### config.mk
export PLATFORM = sky130hd
export DESIGN_NAME = whsc_ctrl
export DESIGN_NICKNAME = d
export VERILOG_FILES = /design/src/rtl/whsc_pkg.sv /design/src/rtl/whsc_ctrl.sv
export VERILOG_INCLUDE_DIRS = /design/src /design/src/rtl
export SDC_FILE = /design/constraint.sdc
export NUM_CORES = 1
export LEC_CHECK = 0
export CAP_MARGIN = 20
export CORE_AREA = 2 2 39 41
export DETAILED_ROUTE_END_ITERATION = 6
export DIE_AREA = 0 0 41 43
export DONT_BUFFER_PORTS = 1
export GPL_TIMING_DRIVEN = 1
export PLACE_DENSITY = 0.36
export SKIP_LAST_GASP = 1
export SLEW_MARGIN = 30
export SYNTH_ARGS = -nofsm -noshare
export SYNTH_HDL_FRONTEND = slang
export SYNTH_SLANG_ARGS = --single-unit
### constraint.sdc
create_clock -name clock -period 1.6 [get_ports clock]
set_input_delay 0.32 -clock clock [delete_from_list [all_inputs] [get_ports clock]]
set_output_delay 0.32 -clock clock [all_outputs]
set_load 0.005 [all_outputs]
### src/rtl/waypoint_heading_speed_controller_assert.svh
// Assertion macros for the waypoint controller
`ifndef WAYPOINT_HEADING_SPEED_CONTROLLER_ASSERT_SVH
`define WAYPOINT_HEADING_SPEED_CONTROLLER_ASSERT_SVH
`define WHSC_ASSERT_IMP(label, clk, rst, ante, cons) \
   label: assert property (@(posedge clk) disable iff (rst) (ante) |-> (cons)) \
      else $error("assertion failed");
`define WHSC_ASSERT_NXT(label, clk, rst, ante, cons) \
   label: assert property (@(posedge clk) disable iff (rst) (ante) |=> (cons)) \
      else $error("assertion failed");
`endif

### src/rtl/whsc_pkg.sv
// Shared types and constants for the waypoint controller
package whsc_pkg;
   localparam int ATAN_DEPTH = 24;
   localparam logic [31:0] ATAN_TAB [ATAN_DEPTH] = '{
      32'h20000000, 32'h12E4051E, 32'h09FB385B, 32'h051111D4, 32'h028B0D43,
      32'h0145D7E1, 32'h00A2F61E, 32'h00517C55, 32'h0028BE53, 32'h00145F2F,
      32'h000A2F98, 32'h000517CC, 32'h00028BE6, 32'h000145F3, 32'h0000A2FA,
      32'h0000517D, 32'h000028BE, 32'h0000145F, 32'h00000A30, 32'h00000518,
      32'h0000028C, 32'h00000146, 32'h000000A3, 32'h00000051};
   localparam logic [31:0] PI_Q29 = 32'd1686629713;
   localparam logic [2:0] CSR_MAX_SPEED = 3'd0;
   localparam logic [2:0] CSR_SLOW_RAD = 3'd1;
   localparam logic [2:0] CSR_ARRIVE_RAD = 3'd2;
   localparam logic [2:0] CSR_DECAY = 3'd3;
   localparam logic [2:0] CSR_GAIN = 3'd4;

   // controller -> datapath
   typedef struct packed {
      logic load;
      logic cordic_step;
      logic sqrt_step;
      logic bear_mul;
      logic ang_mul;
      logic lin_mul;
      logic decay_mul;
      logic finish;
   } cmd_type;

   // datapath -> controller
   typedef struct packed {
      logic cordic_done;
      logic sqrt_done;
   } sts_type;
endpackage

### src/rtl/whsc_ctrl.sv
// Sequencing state machine for the waypoint controller
module whsc_ctrl (
   input  logic               clock,
   input  logic               reset,
   input  logic               req_valid,
   output logic               req_stall,
   output logic               rsp_valid,
   input  logic               rsp_stall,
   input  whsc_pkg::sts_type  sts,
   output whsc_pkg::cmd_type  cmd
);
   localparam logic [2:0] ST_IDLE = 3'd0;
   localparam logic [2:0] ST_ITER = 3'd1;
   localparam logic [2:0] ST_BEAR = 3'd2;
   localparam logic [2:0] ST_ANG = 3'd3;
   localparam logic [2:0] ST_LIN = 3'd4;
   localparam logic [2:0] ST_DECAY = 3'd5;
   localparam logic [2:0] ST_DONE = 3'd6;

   logic [2:0] state_ff, state_in;
   logic rsp_valid_ff, rsp_valid_in;

   assign req_stall = (state_ff != ST_IDLE) || (rsp_valid_ff && rsp_stall);
   assign rsp_valid = rsp_valid_ff;

   always_comb begin
      cmd = '0;
      state_in = state_ff;
      rsp_valid_in = rsp_valid_ff && rsp_stall;
      case (state_ff)
         ST_IDLE: begin
            if (req_valid && !req_stall) begin
               cmd.load = 1'b1;
               state_in = ST_ITER;
            end
         end
         ST_ITER: begin
            cmd.cordic_step = !sts.cordic_done;
            cmd.sqrt_step = !sts.sqrt_done;
            if (sts.cordic_done && sts.sqrt_done) state_in = ST_BEAR;
         end
         ST_BEAR: begin
            cmd.bear_mul = 1'b1;
            state_in = ST_ANG;
         end
         ST_ANG: begin
            cmd.ang_mul = 1'b1;
            state_in = ST_LIN;
         end
         ST_LIN: begin
            cmd.lin_mul = 1'b1;
            state_in = ST_DECAY;
         end
         ST_DECAY: begin
            cmd.decay_mul = 1'b1;
            state_in = ST_DONE;
         end
         ST_DONE: begin
            if (!(rsp_valid_ff && rsp_stall)) begin
               cmd.finish = 1'b1;
               rsp_valid_in = 1'b1;
               state_in = ST_IDLE;
            end
         end
         default: state_in = ST_IDLE;
      endcase
   end

   always_ff @(posedge clock) begin
      if (reset) begin
         state_ff <= ST_IDLE;
         rsp_valid_ff <= 1'b0;
      end else begin
         state_ff <= state_in;
         rsp_valid_ff <= rsp_valid_in;
      end
   end

   `include "waypoint_heading_speed_controller_assert.svh"
   `WHSC_ASSERT_IMP(a_load_idle, clock, reset, cmd.load, state_ff == ST_IDLE)
   `WHSC_ASSERT_NXT(a_finish_valid, clock, reset, cmd.finish, rsp_valid_ff)
   `WHSC_ASSERT_IMP(a_busy_stall, clock, reset, state_ff != ST_IDLE, req_stall)
endmodule

== Word-level counts from Yosys, hierarchy flattened ==
Index checks and enable logic that the tools add are counted.

* Register bits: 4
* Bits of input ports: 6
* Word-level logic and storage cells: 35

* Equal/unequal tests: 9
* Muxes and demuxes: 14
* Reduce and logical (&&, ||, !) cells: 10

{| class="wikitable"
|+ Operators by type and width
! cell !! count
|-
| $pmux W3 S7 || 1
|-
| $eq A3 B3 Y1 const B || 3
|-
| $mux W1 || 9
|-
| $mux W3 || 3
|-
| $eq A3 B2 Y1 const B || 2
|-
| $ne A2 B2 Y1 const B || 3
|-
| $eq A3 B1 Y1 const B || 1
|-
| $logic_and A1 B1 Y1 || 3
|-
| $logic_not A1 Y1 || 3
|-
| $logic_not A3 Y1 || 1
|-
| $reduce_and A3 Y1 || 1
|-
| $reduce_bool A3 Y1 || 1
|-
| $mux W2 || 1
|-
| $logic_or A1 B1 Y1 || 1
|}

== Depth between registers and ports, before layout ==
Gate-level depths: netlist of run 1.

* Depth in word-level cells: 6
* Depth in mapped cells: 4
* Depth with buffers taken out: 3

== Worst setup path before layout of run 1 ==
Ideal clock, no wire load.

* Path type: register to output
* Start: reg state_ff[2]
* End: out cmd[0] (netlist bit)
* Arrival time: 808 ps
* Setup slack: 472 ps
* Stages on the path, launching flop included: 4
* Path through: dfxtp_1 nor2b_1 nand2_1 a21oi_1

{| class="wikitable"
|+ RTL lines
! item !! RTL line !! text
|-
| start, declared || whsc_ctrl.sv:20 || <nowiki>logic [2:0] state_ff, state_in;</nowiki>
|-
| start signal, assigned || whsc_ctrl.sv:74 || <nowiki>state_ff <= state_in;</nowiki>
|-
| end, declared || whsc_ctrl.sv:10 || <nowiki>output whsc_pkg::cmd_type cmd</nowiki>
|}

==> impl_metrics.py, run 1 <==
metrics = {
    "clock_network": {
        "cts_buffers": 3,
        "clk_latency_ns": 0.24,
        "clk_path_buf_depth": 2,
        "clkTransAtPathRegs_ns": 0.04,
        "clock_sinks": 4,
        "cts_tree": "done",
        "cts_max_level": 1,
        "cts-root-buf": "clkbuf_4",
        "cts-hold-fix-buffers": 0,
    },
    "worst_hold_path": {
        "worstHoldPathType": "in -> reg",
        "whs_path_depth": 1,
    },
    "synthesis": {
        "ys_seq_elements": 4,
        "netlist_area_um2": 260,
        "ys.warnings.count": 0,
        "yosys.cell_types.count": 20,
        "synth_top_area_share_pct": 30.8,
        "seq_area_frac_synth_pct": 30.8,
        "synth_flop_cell": "dfxtp_1",
        "syn_area_per_cell_um2": 7.65,
        "syn_nets": 40,
        "synthTopCellsByCount": "5 x a21oi_1, 4 x dfxtp_1, 4 x nor3_1",
        "synthCells": 34,
        "yosysTopAreaCell": "dfxtp_1",
        "synth_edf_count": 0,
        "yosysMostFrequentCell": "a21oi_1",
        "async_flop_share_pct": 0,
        "synthTopCellsByArea": "dfxtp_1 31%, a21oi_1 9.6%, nor3_1 7.7%",
    },
    "worst_setup_path": {
        "path_class": "reg -> out",
        "path_buf_inv": 0,
        "startpoint_type": "flip-flop",
        "path_cells": "nor2b_1 > nand2_1 > a21oi_1",
        "crit_slowest_cell": "dfxtp_2",
        "critPathCaptureType": "output port",
        "worst-path-stages": 3,
        "rr_worst_depth": 3,
        "required_ns": 1.28,
        "cpPeakStageDelay_ns": 0.39,
        "path_max_fanout": 9,
        "crit_family": "flip-flops",
        "arrival_ns": 1.12,
    },
    "timing": {
        "finalWorstPathRequiredPeriod_ns": 1.44,
        "slew_viol_final": 0,
        "setup_viol": 0,
        "final.setup.tns_ns": 0,
        "slew_headroom_pct": 77.8,
        "skew_ns": 0.00253,
        "finalHoldViolCount": 0,
        "clock.fmax_mhz": 696,
        "worst_pin_slew_ns": 0.332,
        "fin_crit_sh_pct": 89.8,
        "rsz0062_at_grt": "false",
    },
    "detailed_routing": {
        "ant_nets": 0,
        "avgRoutedWirePerCell_um": 13.4,
        "drc": 0,
        "wl_um": 683,
        "drtIter0Drc": 9,
        "firstDrtPassIters": 4,
        "num_vias": 258,
        "via_per_inst": 5.06,
    },
    "layout": {
        "n_fill_cell": 157,
        "diodes": 0,
        "drive_above_1_share_pct": 17.1,
        "nNetsFinal": 43,
        "area_growth_pct": 10.6,
    },
    "power_and_ir_drop": {
        "swShare_pct": 28.8,
        "seqPwrFrac_pct": 40.7,
        "p_comb_share_pct": 14.4,
        "power.clock.fraction_pct": 45.0,
        "p_int_uw": 211,
        "vdd_drop_max_mv": 0.257,
        "switchingPower_uw": 85.2,
        "powerDensity_nw_per_um2": 1030,
        "p_leak_nw": 0.110,
        "finalPower_uw": 296,
    },
    "floorplanning": {
        "io_pins": 16,
        "initial_utilization_pct": 18.8,
        "std_cell_rows": 14,
        "dieHeight_um": 43,
        "die_area_um2": 1760,
        "core_area_um2": 1380,
        "die_x_um": 41,
    },
    "placed_design": {
        "place_congestion": 0.722,
        "io_buffers": 0,
        "hpwl_um": 523,
    },
    "global_route": {
        "gr-total-overflow": 0,
        "grt_max_degree": 11,
        "grt_pass1_wl_um": 1130,
        "grt_usage_pct": 9.93,
        "grt_pass1_vias": 254,
        "antenna_found_initial": 0,
    },
    "outcome": {
        "status": "finished, final reports clean",
    },
    "job": {
        "max-cap-violations": 0,
    },
}
==> power groups by stage <==
stage	clock [mW]	combinational, mW	sequential [mW]
2_1_floorplan	0	0.0551	0.110
3_3_place_gp	0	0.0427	0.121
3_5_place_dp	0	0.0437	0.122
4_1_cts	0.143	0.0439	0.120
5_1_grt	0.150	0.0491	0.124
6_report	0.133	0.0425	0.121
==> through the flow <==
| stage | utilization, % | hold slack (ns) | setup slack, ns | instances | area [µm²] |
|---|---|---|---|---|---|
| floorplan | - | 0.389 | 0.472 | 34 | 260 |
| global placement | 19.1 | 0.394 | 0.365 | 48 | 264 |
| detailed placement | 19.1 | 0.395 | 0.321 | 48 | 264 |
| CTS | 20.7 | 0.133 | 0.0639 | 51 | 287 |
| global route | 20.8 | 0.136 | 0.0688 | 51 | 288 |
| finish | 20.8 | 0.147 | 0.163 | 51 | 288 |
==> final timing paths <==
| check | slack [ns] | endpoint | startpoint |
|---|---|---|---|
| setup / recovery | 0.16 | cmd[0] | state_ff[2]$_SDFFE_PP0P_ |
| hold / removal | 0.15 | rsp_valid$_SDFF_PP0_ | reset |
| setup reg to reg | 0.56 | state_ff[2]$_SDFFE_PP0P_ | state_ff[1]$_SDFFE_PP0P_ |
| hold reg to reg | 0.63 | rsp_valid$_SDFF_PP0_ | rsp_valid$_SDFF_PP0_ |
==> worst register-to-register path: cells and delay by family (launching register included) <==
family                 cells  cell delay, ns
and+or+nand+nor            1            0.20
AOI/OAI and AO/OA          1            0.17
DFF                        1            0.51
buffers and inverters      1            0.10
==> layer usage <==
metal	routed length [µm]	global-route usage, %	share of wire [%]	vias to the layer above
met2	310	10.9	45	12
met3	61	2.09	8.9	0
met4	0	10.0	0	0
met5	0	0	0	-
met1	311	14.4	46	117
li1	-	-	-	129
==> kinds of logic (layout without fill, tap and decap cells) <==
kind of cell,Yosys count,after routing,share of synthesized area (%)
AOI/OAI and AO/OA,10,10,26.9
and+or+nand+nor,16,16,33.2
buffers and inverters,4,5,9.13
DFF,4,4,30.8
==> registers in the layout (all words and copies together) (netlist names) <==
name and cells:
state_ff 3, rsp_valid 1
==> layout make-up <==
class                      instances  area (µm²)  share of cell area, %
tap                               16        20.0                   6.96
multi-input combinational         26         156                   54.3
inverter                           2        7.51                   2.61
sequential                         4        81.3                   28.3
clock buffer                       3        22.5                   7.83
==> repair_timing <==
| item | CTS | global route |
|---|---|---|
| gates resized for setup | 0 | 1 |
| setup buffers | 0 | 0 |
| setup endpoints to repair | 0 | 1 |
==> layout by cell type (no fill, tap or decap) <==
master    netlist  routed
a21oi_1         5       5
nor3_1          4       4
nand2_1         3       3
clkbuf_4        0       3
dfxtp_1         4       3
and3_1          2       2
nor2b_1         2       2
inv_2           1       1
and2_1          1       1
nand2b_1        1       1
nor2_1          1       1
a211oi_1        1       1
nor3b_1         1       1
inv_1           1       1
o21a_1          1       1
o21ai_0         1       1
a22o_1          1       1
or3_1           1       1
o32ai_2         1       1
dfxtp_2         0       1
(Power assumes the default switching activity.)
==> run 2, diff against run 1 <==
--- a/config.mk
+++ b/config.mk
@@ -13,6 +13,7 @@
 export DONT_BUFFER_PORTS = 1
 export GPL_TIMING_DRIVEN = 1
 export PLACE_DENSITY = 0.36
+export SETUP_SLACK_MARGIN = 0.2
 export SKIP_LAST_GASP = 1
 export SLEW_MARGIN = 30
 export SYNTH_ARGS = -nofsm -noshare
==> run 2 against run 1 <==
  * Non-clock buffer count did not move
  * Design area is 7.4% higher
  * Flip-flop and latch count stayed put
  * Final cell count did not move
  * Register-to-register slack better by 0.02 ns
  * Critical endpoint unchanged
  * Via count fell by 1.9%
  * First-iteration DRC count rose by 22%
  * Clock skew is 0.00069 ns lower
  * Wire length is 4.5% higher
==> impl_metrics.py, run 2 (synthesis gave the netlist of run 1 again) <==
metrics = {
    "detailed_routing": {
        "drc": 0,
        "wl_um": 714,
        "avgRoutedWirePerCell_um": 14.0,
        "num_vias": 253,
        "firstDrtPassIters": 4,
        "ant_nets": 0,
        "via_per_inst": 4.96,
        "drtIter0Drc": 11,
    },
    "clock_network": {
        "clock_sinks": 4,
        "cts-root-buf": "clkbuf_4",
        "clkTransAtPathRegs_ns": 0.04,
        "cts_tree": "done",
        "cts_buffers": 3,
        "cts_setup_buffers": 0,
        "clk_path_buf_depth": 2,
        "cts_max_level": 1,
        "clk_latency_ns": 0.24,
        "cts-hold-fix-buffers": 0,
    },
    "worst_setup_path": {
        "r2r_slack_ns": 0.58,
        "crit_slowest_cell": "dfxtp_4",
        "path_cells": "nor2b_4 > nand2_1 > a21oi_2",
        "cpPeakStageDelay_ns": 0.38,
        "arrival_ns": 1.02,
        "path_class": "reg -> out",
        "crit_family": "flip-flops",
        "startpoint_type": "flip-flop",
        "required_ns": 1.28,
        "critPathCaptureType": "output port",
        "path_buf_inv": 0,
        "path_max_fanout": 9,
    },
    "timing": {
        "skew_ns": 0.00184,
        "rsz0062_at_grt": "true",
        "clock.fmax_mhz": 749,
        "worst_pin_slew_ns": 0.235,
        "finalWorstPathRequiredPeriod_ns": 1.34,
        "setup_viol": 0,
        "slew_headroom_pct": 84.2,
        "fin_crit_sh_pct": 83.5,
        "whs_ns": 0.149,
        "final.setup.tns_ns": 0,
        "finalHoldViolCount": 0,
        "slew_viol_final": 0,
    },
    "power_and_ir_drop": {
        "p_leak_nw": 0.111,
        "power.clock.fraction_pct": 44.0,
        "vdd_drop_max_mv": 0.256,
        "p_int_uw": 213,
        "p_comb_share_pct": 15.0,
        "swShare_pct": 29.5,
        "seqPwrFrac_pct": 41.0,
        "switchingPower_uw": 89.2,
        "powerDensity_nw_per_um2": 979,
    },
    "floorplanning": {
        "die_x_um": 41,
        "core_area_um2": 1380,
        "std_cell_rows": 14,
        "dieHeight_um": 43,
        "io_pins": 16,
        "initial_utilization_pct": 18.8,
        "die_area_um2": 1760,
    },
    "layout": {
        "largest_reg_flops": 3,
        "layout_common_cells": "4 x a21oi_1, 3 x nor3_1, 3 x nand2_1, 3 x clkbuf_4",
        "drive_above_1_share_pct": 31.4,
        "top_register": "state_ff",
        "diodes": 0,
        "nNetsFinal": 43,
        "area_growth_pct": 18.7,
        "final_common_cell": "a21oi_1",
    },
    "global_route": {
        "antenna_found_initial": 0,
        "gr-total-overflow": 0,
        "grt_pass1_vias": 262,
        "grt_usage_pct": 10.3,
        "grt_pass1_wl_um": 1190,
        "grt_max_degree": 11,
    },
    "outcome": {
        "status": "finished, final reports clean",
    },
    "placed_design": {
        "hpwl_um": 523,
        "io_buffers": 0,
        "place_congestion": 0.722,
    },
    "worst_hold_path": {
        "worstHoldPathType": "in -> reg",
    },
    "job": {
        "max-cap-violations": 0,
    },
}
[run 2: final timing paths]
check	start	to	cells past startpoint
hold reg to reg	state_ff[1]$_SDFFE_PP0P_	state_ff[0]$_SDFFE_PP0P_	1
setup / recovery	state_ff[2]$_SDFFE_PP0P_	cmd[0]	3
setup reg to reg	rsp_valid$_SDFF_PP0_	state_ff[1]$_SDFFE_PP0P_	3
hold / removal	reset	rsp_valid$_SDFF_PP0_	1
[run 2: repair_timing]
action	CTS	global route
resized for setup	2	6
endpoints found under the setup margin	3	9
hold endpoints to repair	0	0
[run 2: cell type report]
type,count,area (µm²)
flip-flops and latches,4,86.3
multi-input cells,26,173
clock buffers,3,22.5
inverters,2,7.51
fillers,153,1070
well taps,16,20.0
[run 2: per-stage QoR]
stage	setup slack [ns]	util (%)	total power [mW]	cell area, µm²	instances
3_3_place_gp	0.365	19.1	0.164	264	48
4_1_cts	0.182	21.0	0.308	290	51
5_1_grt	0.172	22.3	0.329	309	51
2_1_floorplan	0.472	-	0.166	260	34
6_report	0.264	22.3	0.303	309	51
3_5_place_dp	0.321	19.1	0.166	264	48
[run 2: power by group through the flow]
| stage | Sequential, mW | Clock (mW) | Combinational, mW |
|---|---|---|---|
| after floorplan | 0.110 | 0 | 0.0551 |
| after global placement | 0.121 | 0 | 0.0427 |
| after detailed placement | 0.122 | 0 | 0.0437 |
| after CTS | 0.121 | 0.143 | 0.0441 |
| after global routing | 0.127 | 0.150 | 0.0513 |
| final | 0.124 | 0.133 | 0.0453 |
[run 2: per-layer routing]
layer	vias to the layer above	wire [µm]	track usage [%]	share of wire (%)
li1	125	-	-	-
met1	116	326	14.7	46
met2	12	325	11.9	46
met3	0	63	2.09	8.8
met4	0	0	10.0	0
met5	-	0	0	0
[run 2: worst register-to-register path: cells and delay by family, from the launching register on]
kind / cells / cell delay [ns]
compound gates: 2 / 0.42
simple gates: 1 / 0.16
flops: 1 / 0.38
==> run 3, diff against run 2 <==
==> constraint.sdc (replaced) <==
create_clock -name clock -period 1.35 [get_ports clock]
set_input_delay 0.27 -clock clock [delete_from_list [all_inputs] [get_ports clock]]
set_output_delay 0.27 -clock clock [all_outputs]
set_load 0.005 [all_outputs]
==> run 3 against run 2 <==
  * Non-clock buffer count grew 8
  * Flip-flop and latch count stayed put
  * Largest power group is now sequential cells
  * Clock skew decreased by 0.00071 ns
  * Final cell count rose by 16%
==> impl_metrics.py, run 3 (synthesis gave the netlist of run 1 again) <==
metrics = {
    "global_route": {
        "grt_pass1_wl_um": 966,
        "grt_max_degree": 9,
        "antenna_found_initial": 0,
        "grt_usage_pct": 8.22,
        "grt_pass1_vias": 249,
        "gr-total-overflow": 0,
    },
    "worst_hold_path": {
        "min-delay-start": "reset",
        "worstHoldPathType": "in -> reg",
    },
    "power_and_ir_drop": {
        "powerDensity_nw_per_um2": 867,
        "finalPower_uw": 404,
        "vdd_drop_max_mv": 0.406,
        "p_leak_nw": 0.171,
    },
    "timing": {
        "finalWorstPathRequiredPeriod_ns": 1.26,
        "fin_crit_sh_pct": 93.4,
        "setup_slack_ns": 0.0892,
        "finalHoldViolCount": 0,
        "skew_ns": 0.00112,
        "clock.fmax_mhz": 793,
        "slew_viol_final": 0,
        "worst_pin_slew_ns": 0.222,
        "setup_viol": 0,
        "final.setup.tns_ns": 0,
        "slew_headroom_pct": 85.1,
        "rsz0062_at_grt": "true",
    },
    "worst_setup_path": {
        "critPathCaptureType": "output port",
        "cp-startpoint": "state_ff[0]$_SDFFE_PP0P_",
        "crit_slowest_cell": "dfxtp_4",
        "path_class": "reg -> out",
        "crit_family": "simple AND/OR/NAND/NOR gates",
        "cpPeakStageDelay_ns": 0.37,
        "r2r-start": "state_ff[2]$_SDFFE_PP0P_",
        "required_ns": 1.08,
        "path_buf_inv": 0,
        "startpoint_type": "flip-flop",
        "path_max_fanout": 7,
        "arrival_ns": 0.99,
        "path_cells": "nor3_4 > and3_4",
    },
    "layout": {
        "nNetsFinal": 51,
        "design_area_um2": 465,
        "seq_area_um2": 91.3,
        "diodes": 0,
        "layout_common_cells": "6 x buf_4, 3 x nor3_4, 3 x clkbuf_4, 3 x dfxtp_4",
        "largest_reg_flops": 3,
        "drive_above_1_share_pct": 72.1,
        "utilization_pct": 33.6,
        "n_fill_cell": 149,
        "multi_input_area_um2": 254,
        "top_register": "state_ff",
        "area_growth_pct": 78.8,
        "final_common_cell": "buf_4",
    },
    "clock_network": {
        "cts-root-buf": "clkbuf_4",
        "clock_sinks": 4,
        "clk_latency_ns": 0.23,
        "cts-hold-fix-buffers": 0,
        "cts_buffers": 3,
        "clkTransAtPathRegs_ns": 0.04,
        "cts_tree": "done",
        "cts_max_level": 1,
        "clk_path_buf_depth": 2,
    },
    "job": {
        "max-cap-violations": 0,
    },
    "floorplanning": {
        "die_x_um": 41,
        "std_cell_rows": 14,
        "io_pins": 16,
        "dieHeight_um": 43,
        "core_area_um2": 1380,
        "die_area_um2": 1760,
        "initial_utilization_pct": 18.8,
    },
    "detailed_routing": {
        "num_vias": 288,
        "avgRoutedWirePerCell_um": 12.2,
        "wl_um": 721,
        "drtIter0Drc": 7,
        "firstDrtPassIters": 2,
        "drc": 0,
        "ant_nets": 0,
        "via_per_inst": 4.88,
    },
    "placed_design": {
        "post-place-ws_ns": 0.222,
        "io_buffers": 0,
        "post_dp_cell_area_um2": 272,
        "hpwl_um": 496,
        "place_congestion": 0.760,
    },
    "outcome": {
        "status": "finished, final reports clean",
    },
}
run 3: cell types whose count changed in the layout (fill, tap and decap cells not counted), sizes merged:
cell	delta
buf	+8
run 3: worst reg2reg max path: cells and delay by family (launching register included):
kind,cells,cell delay [ns]
buf+inv,3,0.38
flops,1,0.35
simple gates,1,0.32
compound gates,1,0.08
run 3: path summary, 6_finish.rpt:
| path | slack, ns | endpoint | depth (start not counted) |
|---|---|---|---|
| setup / recovery | 0.09 | cmd[7] | 2 |
| hold / removal | 0.11 | rsp_valid$_SDFF_PP0_ | 1 |
| hold reg to reg | 0.58 | rsp_valid$_SDFF_PP0_ | 2 |
| setup reg to reg | 0.13 | state_ff[0]$_SDFFE_PP0P_ | 5 |
run 3: stage by stage:
| stage | hold WS (ns) | std cells |
|---|---|---|
| after floorplan | 0.339 | 34 |
| after global placement | 0.344 | 49 |
| after detailed placement | 0.344 | 49 |
| after CTS | 0.0994 | 57 |
| after global routing | 0.0988 | 59 |
| final | 0.107 | 59 |
run 3: where the power goes:
group          total [mW]  switching, mW  leakage [nW]  internal [mW]
sequential          0.149         0.0228        0.0347          0.126
clock               0.141         0.0421        0.0138         0.0990
combinational       0.114         0.0476         0.122         0.0662
run 3: final cells by class:
| type | instances | share of cell area (%) |
|---|---|---|
| flip-flops and latches | 4 | 19.6 |
| multi-input cells | 26 | 54.6 |
| well taps | 16 | 4.30 |
| inverters | 2 | 2.15 |
| clock buffers | 3 | 4.84 |
| repair buffers | 8 | 14.5 |
run 3: layer usage:
| metal | wire length, µm | share of wire (%) | up-vias | GRT usage (%) |
|---|---|---|---|---|
| li1 | - | - | 141 | - |
| met1 | 298 | 41 | 133 | 9.62 |
| met2 | 367 | 51 | 14 | 11.3 |
| met3 | 54 | 7.5 | 0 | 5.24 |
| met4 | 0 | 0 | 0 | 4.00 |
| met5 | 0 | 0 | - | 0 |
run 3: what timing repair did:
item | in CTS | in global routing
hold endpoints to repair | 0 | 0
cloned | 0 | 0
setup buffers | 5 | 2
pin swaps | 4 | 6
setup endpoints to repair | 9 | 11
gates resized for setup | 22 | 8
